## config.mk

```make
export PLATFORM = sky130hd
export DESIGN_NAME = sha256_byte_stream_hasher_flat
export DESIGN_NICKNAME = d
export VERILOG_FILES = /design/src/rtl/sha_pkg.sv /design/src/rtl/sha_if.sv /design/src/rtl/sha_round.sv /design/src/rtl/sha256_byte_stream_hasher.sv /design/src/flat_wrapper.sv
export SDC_FILE = /design/constraint.sdc
export NUM_CORES = 2
export LEC_CHECK = 0
export ABC_CLOCK_PERIOD_IN_PS = 12260
export BUFFER_PORTS_ARGS = -buffer_cell sky130_fd_sc_hd__clkbuf_2
export CORE_MARGIN = 5
export CORE_UTILIZATION = 55
export DETAILED_ROUTE_END_ITERATION = 7
export GPL_TIMING_DRIVEN = 1
export HOLD_SLACK_MARGIN = 0.06
export PLACE_DENSITY = 0.8
export SLEW_MARGIN = 5
export SYNTH_ARGS = -nofsm -noshare
export SYNTH_HDL_FRONTEND = slang
export SYNTH_HIERARCHICAL = 1
export SYNTH_SLANG_ARGS = --single-unit
```

## constraint.sdc

```tcl
create_clock -name clk_i -period 12.26 [get_ports clk_i]
set_clock_uncertainty 0.1 [all_clocks]
set_input_delay 0.613 -clock clk_i [delete_from_list [all_inputs] [get_ports clk_i]]
set_output_delay 0.613 -clock clk_i [all_outputs]
set_load 0.01 [all_outputs]
```

## src/rtl/sha_pkg.sv

```systemverilog
// sha-256 constants, types and rotate function
// no dependencies
package sha_pkg;
  localparam logic [31:0] IV [8] = '{
    32'h6a09e667, 32'hbb67ae85, 32'h3c6ef372, 32'ha54ff53a,
    32'h510e527f, 32'h9b05688c, 32'h1f83d9ab, 32'h5be0cd19};
  localparam logic [31:0] ROUND_K [64] = '{
    32'h428a2f98, 32'h71374491, 32'hb5c0fbcf, 32'he9b5dba5,
    32'h3956c25b, 32'h59f111f1, 32'h923f82a4, 32'hab1c5ed5,
    32'hd807aa98, 32'h12835b01, 32'h243185be, 32'h550c7dc3,
    32'h72be5d74, 32'h80deb1fe, 32'h9bdc06a7, 32'hc19bf174,
    32'he49b69c1, 32'hefbe4786, 32'h0fc19dc6, 32'h240ca1cc,
    32'h2de92c6f, 32'h4a7484aa, 32'h5cb0a9dc, 32'h76f988da,
    32'h983e5152, 32'ha831c66d, 32'hb00327c8, 32'hbf597fc7,
    32'hc6e00bf3, 32'hd5a79147, 32'h06ca6351, 32'h14292967,
    32'h27b70a85, 32'h2e1b2138, 32'h4d2c6dfc, 32'h53380d13,
    32'h650a7354, 32'h766a0abb, 32'h81c2c92e, 32'h92722c85,
    32'ha2bfe8a1, 32'ha81a664b, 32'hc24b8b70, 32'hc76c51a3,
    32'hd192e819, 32'hd6990624, 32'hf40e3585, 32'h106aa070,
    32'h19a4c116, 32'h1e376c08, 32'h2748774c, 32'h34b0bcb5,
    32'h391c0cb3, 32'h4ed8aa4a, 32'h5b9cca4f, 32'h682e6ff3,
    32'h748f82ee, 32'h78a5636f, 32'h84c87814, 32'h8cc70208,
    32'h90befffa, 32'ha4506ceb, 32'hbef9a3f7, 32'hc67178f2};
  localparam logic [7:0] PAD_BYTE = 8'h80;
  localparam logic [5:0] LEN_POS = 6'd56;

  typedef logic [31:0] word_t;
  typedef word_t state_t [8];

  typedef struct packed {
    logic load;
    logic run;
    logic [5:0] rnd;
  } round_ctl_t;

  function automatic word_t ror(input word_t x, input int n);
    ror = (x >> n) | (x << (32 - n));
  endfunction
endpackage

```

## src/rtl/sha_if.sv

```systemverilog
// valid/ready channel interfaces for the hasher
// depends on nothing
interface sha_in_if;
  logic valid;
  logic ready;
  logic [7:0] data_byte;
  logic has_byte;
  logic end_of_message;
  modport source (output valid, data_byte, has_byte, end_of_message, input ready);
  modport sink (input valid, data_byte, has_byte, end_of_message, output ready);
endinterface

interface sha_out_if;
  logic valid;
  logic ready;
  logic [31:0] digest_word;
  logic [2:0] word_index;
  logic last_word;
  modport source (output valid, digest_word, word_index, last_word, input ready);
  modport sink (input valid, digest_word, word_index, last_word, output ready);
endinterface

```

## src/rtl/sha_round.sv

```systemverilog
// shared round unit: working variables and rolling message schedule
// depends on sha_pkg
module sha_round import sha_pkg::*; (
  input  logic         clk_i,
  input  round_ctl_t   ctl_i,
  input  word_t        blk_word_i,
  input  state_t       chain_i,
  output state_t       work_o
);
  state_t v_q;
  word_t w_q [16];
  word_t w_new, w_cur, t1, t2, w2, w15, s0, s1;

  always_comb begin
    w2 = w_q[14];
    w15 = w_q[1];
    s1 = ror(w2, 17) ^ ror(w2, 19) ^ (w2 >> 10);
    s0 = ror(w15, 7) ^ ror(w15, 18) ^ (w15 >> 3);
    w_new = s1 + w_q[9] + s0 + w_q[0];
    w_cur = (ctl_i.rnd < 6'd16) ? w_q[0] : w_new;
    t1 = v_q[7] + (ror(v_q[4], 6) ^ ror(v_q[4], 11) ^ ror(v_q[4], 25)) +
         ((v_q[4] & v_q[5]) ^ (~v_q[4] & v_q[6])) + ROUND_K[ctl_i.rnd] + w_cur;
    t2 = (ror(v_q[0], 2) ^ ror(v_q[0], 13) ^ ror(v_q[0], 22)) +
         ((v_q[0] & v_q[1]) ^ (v_q[0] & v_q[2]) ^ (v_q[1] & v_q[2]));
  end

  // window shifts: w_q[0] is the word for rounds 0-15, w_new for the later rounds
  always_ff @(posedge clk_i) begin
    if (ctl_i.load) begin
      for (int i = 0; i < 15; i++) w_q[i] <= w_q[i+1];
      w_q[15] <= blk_word_i;
      v_q <= chain_i;
    end else if (ctl_i.run) begin
      if (ctl_i.rnd < 6'd16) begin
        for (int i = 0; i < 15; i++) w_q[i] <= w_q[i+1];
        w_q[15] <= w_q[0];
      end else begin
        for (int i = 0; i < 15; i++) w_q[i] <= w_q[i+1];
        w_q[15] <= w_new;
      end
      v_q[7] <= v_q[6];
      v_q[6] <= v_q[5];
      v_q[5] <= v_q[4];
      v_q[4] <= v_q[3] + t1;
      v_q[3] <= v_q[2];
      v_q[2] <= v_q[1];
      v_q[1] <= v_q[0];
      v_q[0] <= t1 + t2;
    end
  end

  assign work_o = v_q;
endmodule

```

## src/rtl/sha256_byte_stream_hasher.sv

```systemverilog
// top level: byte collection, padding sequencer, chaining value and digest out
// depends on sha_pkg, sha_if, sha_round
// At most one message byte is taken per accepted word while the 64-byte block is filling; the
// word that completes a block is followed by the load phase, the round phase of the single
// shared round unit and the chaining update (not ready meanwhile). An end-of-message word
// adds padding at one byte a cycle from the fill level to 64, one or two compressions, and eight
// digest words; the next message is taken once the last digest word has gone.
module sha256_byte_stream_hasher import sha_pkg::*; (
  input  logic clk_i,
  input  logic rst_ni,
  sha_in_if.sink    in_i,
  sha_out_if.source out_o
);
  localparam logic [2:0] S_IDLE = 3'd0, S_PAD = 3'd1, S_LOAD = 3'd2, S_RUN = 3'd3,
                         S_ADD = 3'd4, S_OUT = 3'd5;

  logic [2:0] st_q, st_d;
  logic [63:0] cnt_q;
  logic [5:0] ptr_q;
  logic [5:0] rnd_q;
  logic fin_q, len_q, blk_q;
  logic [2:0] oi_q;
  word_t buf_q [16];
  state_t h_q, work;
  word_t blk_word;
  logic [63:0] bits;
  logic [7:0] pad_b;
  round_ctl_t ctl;
  logic acc, wr_en;
  logic [7:0] wr_b;
  logic [5:0] wr_addr;

  assign acc = in_i.valid && in_i.ready;
  assign in_i.ready = (st_q == S_IDLE);
  assign bits = {cnt_q[60:0], 3'b000};

  always_comb begin
    if (ptr_q >= LEN_POS && len_q) pad_b = bits[{~ptr_q[2:0], 3'b000} +: 8];
    else if (ptr_q == cnt_q[5:0]) pad_b = PAD_BYTE;
    else pad_b = 8'h00;
  end

  assign blk_word = buf_q[rnd_q[3:0]];
  assign ctl = '{load: st_q == S_LOAD, run: st_q == S_RUN, rnd: rnd_q};

  sha_round u_round (.clk_i, .ctl_i(ctl), .blk_word_i(blk_word), .chain_i(h_q), .work_o(work));

  assign wr_en = (acc && in_i.has_byte) || st_q == S_PAD;
  assign wr_b = (st_q == S_PAD) ? pad_b : in_i.data_byte;
  assign wr_addr = (st_q == S_PAD) ? ptr_q : cnt_q[5:0];

  always_ff @(posedge clk_i) begin
    if (wr_en) buf_q[wr_addr[5:2]][{~wr_addr[1:0], 3'b000} +: 8] <= wr_b;
  end

  always_comb begin
    st_d = st_q;
    case (st_q)
      S_IDLE: if (acc) begin
        if (in_i.has_byte && cnt_q[5:0] == 6'd63) st_d = S_LOAD;
        else if (in_i.end_of_message) st_d = S_PAD;
      end
      S_PAD:  if (ptr_q == 6'd63) st_d = S_LOAD;
      S_LOAD: if (rnd_q == 6'd15) st_d = S_RUN;
      S_RUN:  if (rnd_q == 6'd63) st_d = S_ADD;
      S_ADD:  st_d = !fin_q ? S_IDLE : ((blk_q || !len_q) ? S_PAD : S_OUT);
      S_OUT:  if (out_o.ready && oi_q == 3'd7) st_d = S_IDLE;
      default: st_d = S_IDLE;
    endcase
  end

  always_ff @(posedge clk_i or negedge rst_ni) begin
    if (!rst_ni) begin
      st_q <= S_IDLE;
      cnt_q <= '0;
      ptr_q <= '0;
      rnd_q <= '0;
      fin_q <= 1'b0;
      len_q <= 1'b0;
      blk_q <= 1'b0;
      oi_q <= '0;
      h_q <= IV;
    end else begin
      st_q <= st_d;
      case (st_q)
        S_IDLE: if (acc) begin
          fin_q <= in_i.end_of_message;
          blk_q <= in_i.has_byte && cnt_q[5:0] == 6'd63;
          rnd_q <= '0;
          if (in_i.has_byte) begin
            cnt_q <= cnt_q + 64'd1;
            ptr_q <= cnt_q[5:0] + 6'd1;
          end else ptr_q <= cnt_q[5:0];
          // length goes in this block if 0x80 lands before the length field
          len_q <= (in_i.has_byte ? cnt_q[5:0] + 6'd1 : cnt_q[5:0]) < LEN_POS;
        end
        S_PAD: ptr_q <= ptr_q + 6'd1;
        S_LOAD: rnd_q <= (rnd_q == 6'd15) ? 6'd0 : rnd_q + 6'd1;
        S_RUN: rnd_q <= rnd_q + 6'd1;
        S_ADD: begin
          for (int i = 0; i < 8; i++) h_q[i] <= h_q[i] + work[i];
          rnd_q <= '0;
          oi_q <= '0;
          blk_q <= 1'b0;
          if (fin_q && !len_q) begin
            // second pass: zeros then length, 0x80 already placed
            len_q <= 1'b1;
            ptr_q <= '0;
          end
        end
        S_OUT: if (out_o.ready) begin
          oi_q <= oi_q + 3'd1;
          if (oi_q == 3'd7) begin
            h_q <= IV;
            cnt_q <= '0;
          end
        end
        default: ;
      endcase
    end
  end

  assign out_o.valid = (st_q == S_OUT);
  assign out_o.digest_word = h_q[oi_q];
  assign out_o.word_index = oi_q;
  assign out_o.last_word = (oi_q == 3'd7);
endmodule

```

## src/flat_wrapper.sv

```systemverilog
// flat-port wrapper written by rule: the top's interface ports become plain ports
module sha256_byte_stream_hasher_flat import sha_pkg::*;
  (clk_i, rst_ni, in_i_valid, in_i_data_byte, in_i_has_byte, in_i_end_of_message, in_i_ready, out_o_valid, out_o_digest_word, out_o_word_index, out_o_last_word, out_o_ready);
  sha_in_if in_i_i ();
  sha_out_if out_o_i ();
  input  logic clk_i;
  input  logic rst_ni;
  input wire logic [$bits(in_i_i.valid)-1:0] in_i_valid;
  input wire logic [$bits(in_i_i.data_byte)-1:0] in_i_data_byte;
  input wire logic [$bits(in_i_i.has_byte)-1:0] in_i_has_byte;
  input wire logic [$bits(in_i_i.end_of_message)-1:0] in_i_end_of_message;
  output wire logic [$bits(in_i_i.ready)-1:0] in_i_ready;
  output wire logic [$bits(out_o_i.valid)-1:0] out_o_valid;
  output wire logic [$bits(out_o_i.digest_word)-1:0] out_o_digest_word;
  output wire logic [$bits(out_o_i.word_index)-1:0] out_o_word_index;
  output wire logic [$bits(out_o_i.last_word)-1:0] out_o_last_word;
  input wire logic [$bits(out_o_i.ready)-1:0] out_o_ready;
  assign in_i_i.valid = in_i_valid;
  assign in_i_i.data_byte = in_i_data_byte;
  assign in_i_i.has_byte = in_i_has_byte;
  assign in_i_i.end_of_message = in_i_end_of_message;
  assign in_i_ready = in_i_i.ready;
  assign out_o_valid = out_o_i.valid;
  assign out_o_digest_word = out_o_i.digest_word;
  assign out_o_word_index = out_o_i.word_index;
  assign out_o_last_word = out_o_i.last_word;
  assign out_o_i.ready = out_o_ready;
  sha256_byte_stream_hasher u_core (.clk_i(clk_i), .rst_ni(rst_ni), .in_i(in_i_i), .out_o(out_o_i));
endmodule
```

# Yosys cells after proc, flatten, opt, wreduce, memory -nomap -nowiden
# Memory sizes are Yosys's and may differ from the RTL's.
# Index checks and enable logic that the tools add are counted.
# totals
out_inout_bits	38
regBits	597
mem_bits_ro	2048
wordCells	256
in_bits	14
memories	3
mem_bits_rw	1024
# op_classes
n_bitwise	63
n_lt_le_gt_ge	5
add_sub_neg	24
reduce_logical	25
mux	88
n_shift	3
eq_ne	21
# mem_list
memory	depth	width	rd	rd_ports_with_merged_regs	write_ports	line	rtl
(no name shown)	64	32	1	0	0	sha_round.sv:22	((v_q[4] & v_q[5]) ^ (~v_q[4] & v_q[6])) + ROUND_K[ctl_i.rnd] + w_cur;
u_core.buf_q	16	32	1	0	1	sha256_byte_stream_hasher.sv:23	word_t buf_q [16];
u_core.u_round.w_q	16	32	16	0	16	sha_round.sv:11	word_t w_q [16];
# op_table
cell	n
$mux 32	38
$mux 256	4
$add 32x32->32	18
$pmux 256 s2	1
$xor 32x32->32	9
$mux 64	4
$and 32x32->32	5
$pmux 64 s2	1
$bmux 32 s3	1
$add 64x1->64 const B	1
$shiftx 64x7->8	1
$mux 6	6
$not 32->32	1
$or 1x1->1	32
$or 10x32->32	1
$or 13x32->32	1
$or 14x32->32	1
$or 15x32->32	1
$or 19x32->32	1
$or 21x32->32	1
$or 25x32->32	1
$or 26x32->32	1
$or 30x32->32	1
$or 7x32->32	1
44 further kinds	97

# Depth between registers and ports, before layout
# An unclocked memory read counts as a cell.
# logic_depth
word_depth	12
mapped_depth	48
depth_no_buf	47

# Cells and area by module
# The synthesis kept the hierarchy.
# by_module_without_submodules
mod	cells_each	seq_area_each_um2	area_per_inst_um2	n_inst
sha256_byte_stream_hasher	3871	24003.0	47254.1	1
sha_round	3488	23062.1	43671.9	1

# Worst setup path before layout
# No wires, ideal clock.
# synth_timing
path_type	reg-to-reg
startpoint	register u_core.st_q[0]
endpoint	memory u_core/u_round/w_q[0][0] in the netlist's numbering, enable pin
path_slack_ns	0.422
arrival_ns	10.914
stages_incl_launch_ff	8
required_time_ns	11.337
path_buffers	5
setup_ns	0.823
synth_period_minus_slack_ns	11.838
cell_sequence	dfrtp_1 > clkbuf_1 > clkbuf_1 > nor2_1 > clkbuf_1 > clkbuf_1 > clkbuf_1 > or2_2
# synth_lines
item	line	rtl
from (decl)	sha256_byte_stream_hasher.sv:17	logic [2:0] st_q, st_d;
from (signal assigned)	sha256_byte_stream_hasher.sv:84	st_q <= st_d;
to (decl)	sha_round.sv:11	

==> flow_metrics.py <==
metrics = {
    "outcome": {
        "outcome": "finished clean",
    },
    "layout": {
        "synthToLayoutAreaGrowth_pct": 9.028,
        "final_cell_area_um2": 99140,
        "layout_common_cells": "edfxtp_1 (1,280), a21oi_1 (518), nand2_1 (503)",
        "final_util_pct": 60.22,
        "drive_gt1_share_pct": 14.55,
        "nNetsFinal": 7941,
        "final_common_cell": "edfxtp_1",
    },
    "yosys": {
        "ys_warn_count": 6,
        "ys.flop_type": "edfxtp_1",
        "synth_edf_count": 1280,
        "synth_fp_nets": 7969,
        "syn-mean-instance-area_um2": 12.36,
        "ys_types": 98,
        "async_reset_ff_share_pct": 20.89,
        "ys_seq_area_share_pct": 51.76,
        "syn_area_um2": 90930,
        "synthCells": 7359,
        "ys_ff_latch": 1618,
    },
    "sta": {
        "timing.fmax_mhz": 85.59,
        "setup_viol": 0,
        "worst_pin_slew_ps": 1269,
        "slew_headroom_pct": 15.09,
        "hold_viol_final": 0,
        "fin_tns_setup_ps": 0,
        "finalCritPeriodShare_pct": 95.29,
        "rsz0062_at_grt": "false",
        "finalCriticalPeriod_ps": 11680,
        "drv_slew": 0,
    },
    "floorplan": {
        "dieArea_um2": 173600,
        "die_x_um": 416.6,
        "num_io_pins": 52,
        "fp.dieH_um": 416.6,
        "rows": 149,
        "start_util_pct": 55.23,
        "core-area_um2": 164600,
    },
    "pwr": {
        "clkPwrFrac_pct": 47.3,
        "p_switching_mw": 2.338,
        "p_leak_nw": 38.06,
        "power_density_nw_per_um2": 113.7,
        "p_sw_share_pct": 20.74,
        "peakVddDrop_mv": 0.1478,
        "intPower_mw": 8.933,
        "pwr-share-comb_pct": 0.6,
        "finalPower_mw": 11.27,
        "p_seq_share_pct": 52.1,
    },
    "clock_tree": {
        "cts_max_level": 4,
        "cts_buffer_depth": 3,
        "cts.sinks": 1618,
        "post_cts_buffers": 0,
        "cts_tree": "built",
        "cts_buffers": 169,
        "clk_latency_ps": 850,
        "root_buffer": "clkbuf_16",
        "clk_pin_slew_ps": 60,
    },
    "grt": {
        "grt_pass1_vias": 60530,
        "grt_max_degree": 198,
        "overflow": 0,
        "grt_pass1_wl_um": 393600,
        "antenna_found_initial": 11,
        "grt_use_total_pct": 30.04,
    },
    "worst_setup_path": {
        "crit_slowest_cell": "fa_1",
        "critical_path.most_common_cell": "fa_1",
        "cp_data_arrival_time_ps": 12140,
        "endpoint_kind": "flip-flop",
        "crit_buf_inv": 6,
        "max_stage_delay_ps": 550,
        "critPathLaunchType": "flip-flop",
        "critical_path.top_delay_family": "compound AO/OA/AOI/OAI gates",
        "crit_fanout": 6,
        "critPathKind": "reg -> reg",
        "crit_required_ps": 12710,
    },
    "detailed_routing": {
        "drt_pass1_iterations": 6,
        "drt_iter0_drc": 7730,
        "num_vias": 62940,
        "via_per_inst": 6.512,
        "wl_um": 266400,
        "wl_per_cell_um": 27.56,
        "drcViolationCount": 0,
        "detail-route-antenna-nets": 0,
    },
    "place": {
        "routabilityCongestion": 0.9907,
        "placed_cell_area_um2": 93320,
        "hpwl_um": 189100,
        "io_buffer_count": 51,
    },
    "job": {
        "drv_cap": 0,
    },
    "min_path": {
        "worst_hold_path_type": "in -> async",
    },
}
==> logic make-up (layout without fill, tap and decap cells) <==
| group | after synthesis | count (layout) | share of synthesized area [%] |
|---|---|---|---|
| AO/OA/AOI/OAI | 1753 | 1753 | 12.02 |
| XOR/XNOR | 630 | 630 | 6.092 |
| adder cells (fa/ha/maj) | 598 | 598 | 9.842 |
| buffers and inverters | 706 | 819 | 2.943 |
| flip-flops | 1618 | 1618 | 51.76 |
| multiplexers | 536 | 536 | 9.621 |
| other | 0 | 4 | 0 |
| AND/OR/NAND/NOR | 1518 | 1518 | 7.716 |
==> final timing paths <==
path	start	end	slack [ps]	cells past startpoint
min in group clk_i	in_i_has_byte	u_core/len_q	260	4
max in group asynchronous	rst_ni	u_core/h_q[7]	8930	5
setup reg to reg	u_core/u_round/w_q[7][11]	u_core/u_round/work_o[252]	580	40
setup / recovery	u_core/u_round/w_q[7][11]	u_core/u_round/work_o[252]	580	40
hold / removal	rst_ni	u_core/cnt_q[6]	250	2
hold reg to reg	u_core/u_round/w_q[6][27]	u_core/u_round/w_q[5][59]	310	0
==> worst register-to-register path, delay by kind of cell (launching register included) <==
family / cells / cell delay [ps]
compound gates: 14 / 4360
fa+ha+maj: 10 / 4190
xor+xnor: 5 / 1260
simple gates: 5 / 680
flops: 1 / 470
buf+inv: 6 / 370
==> routing by layer <==
layer	track usage (%)	share of wire, %
met5	0	0.015
met4	11.80	4.5
met3	6.621	10
met2	45.58	45
met1	42.57	40
==> power groups by stage <==
stage	sequential, mW	combinational (mW)	clock (mW)
final	5.88	0.0683	5.33
after global routing	5.87	0.0750	5.65
after CTS	5.88	0.0684	5.40
after detailed placement	5.99	0.0659	0
after global placement	5.99	0.0631	0
after floorplan	5.99	0.0225	0
==> registers in the layout, summed over array words and instances (netlist names), 6 cells and up <==
name,flops
u_core/h_q,256
u_core/cnt_q,61
u_core/buf_q,512
u_core/u_round/w_q,512
u_core/u_round/work_o,256
u_core/rnd_q,6
u_core/ptr_q,6
==> layout make-up <==
type	instances	area, µm²
multi-input combinational	5035	41230
fill	12540	65480
timing repair buffer	125	868.3
sequential	1618	47090
tap	2189	2739
clock inverter	97	1194
antenna	4	10.01
inverter	382	1434
clock buffer	215	4567
==> cells in the mapped netlist (23+ instances only) <==
cell type	number	share of area (%)
nand4_1	35	0.24
a21o_1	211	1.7
nand2b_1	74	0.51
mux2i_1	28	0.31
and3_1	53	0.36
nor3_1	66	0.36
nand3_1	96	0.53
nand2_1	505	2.1
fa_1	196	4.3
a211oi_1	64	0.53
or3_1	43	0.30
mux2_2	264	3.3
o211ai_1	26	0.21
inv_1	380	1.6
edfxtp_1	1280	42
xnor2_1	375	3.6
o22a_1	23	0.22
clkbuf_1	263	1.1
o21a_1	50	0.41
o21bai_1	51	0.42
nor2b_1	52	0.36
xor2_1	253	2.4
buf_1	55	0.23
dfstp_2	136	3.9
a31oi_1	60	0.41
mux4_2	244	6.0
o31ai_1	33	0.27
a21oi_1	519	2.9
dfrtp_1	202	5.6
o21ai_0	474	2.6
ha_1	400	5.5
nor2_1	474	2.0
==> per-stage QoR <==
stage	cells	hold slack [ps]	setup slack, ps
detailed placement	9345	304.5	925.4
global route	9661	257.9	29.62
finish	9665	251.6	577.0
global placement	9345	300.6	1121
floorplan	7359	217.4	422.3
CTS	9661	189.0	838.3
==> what timing repair did <==
| action | CTS | global route |
|---|---|---|
| gates resized for setup | 0 | 0 |
| hold endpoints to repair | 75 | 0 |
| hold buffers | 4 | 0 |
Power figures use the tool's default switching activity.
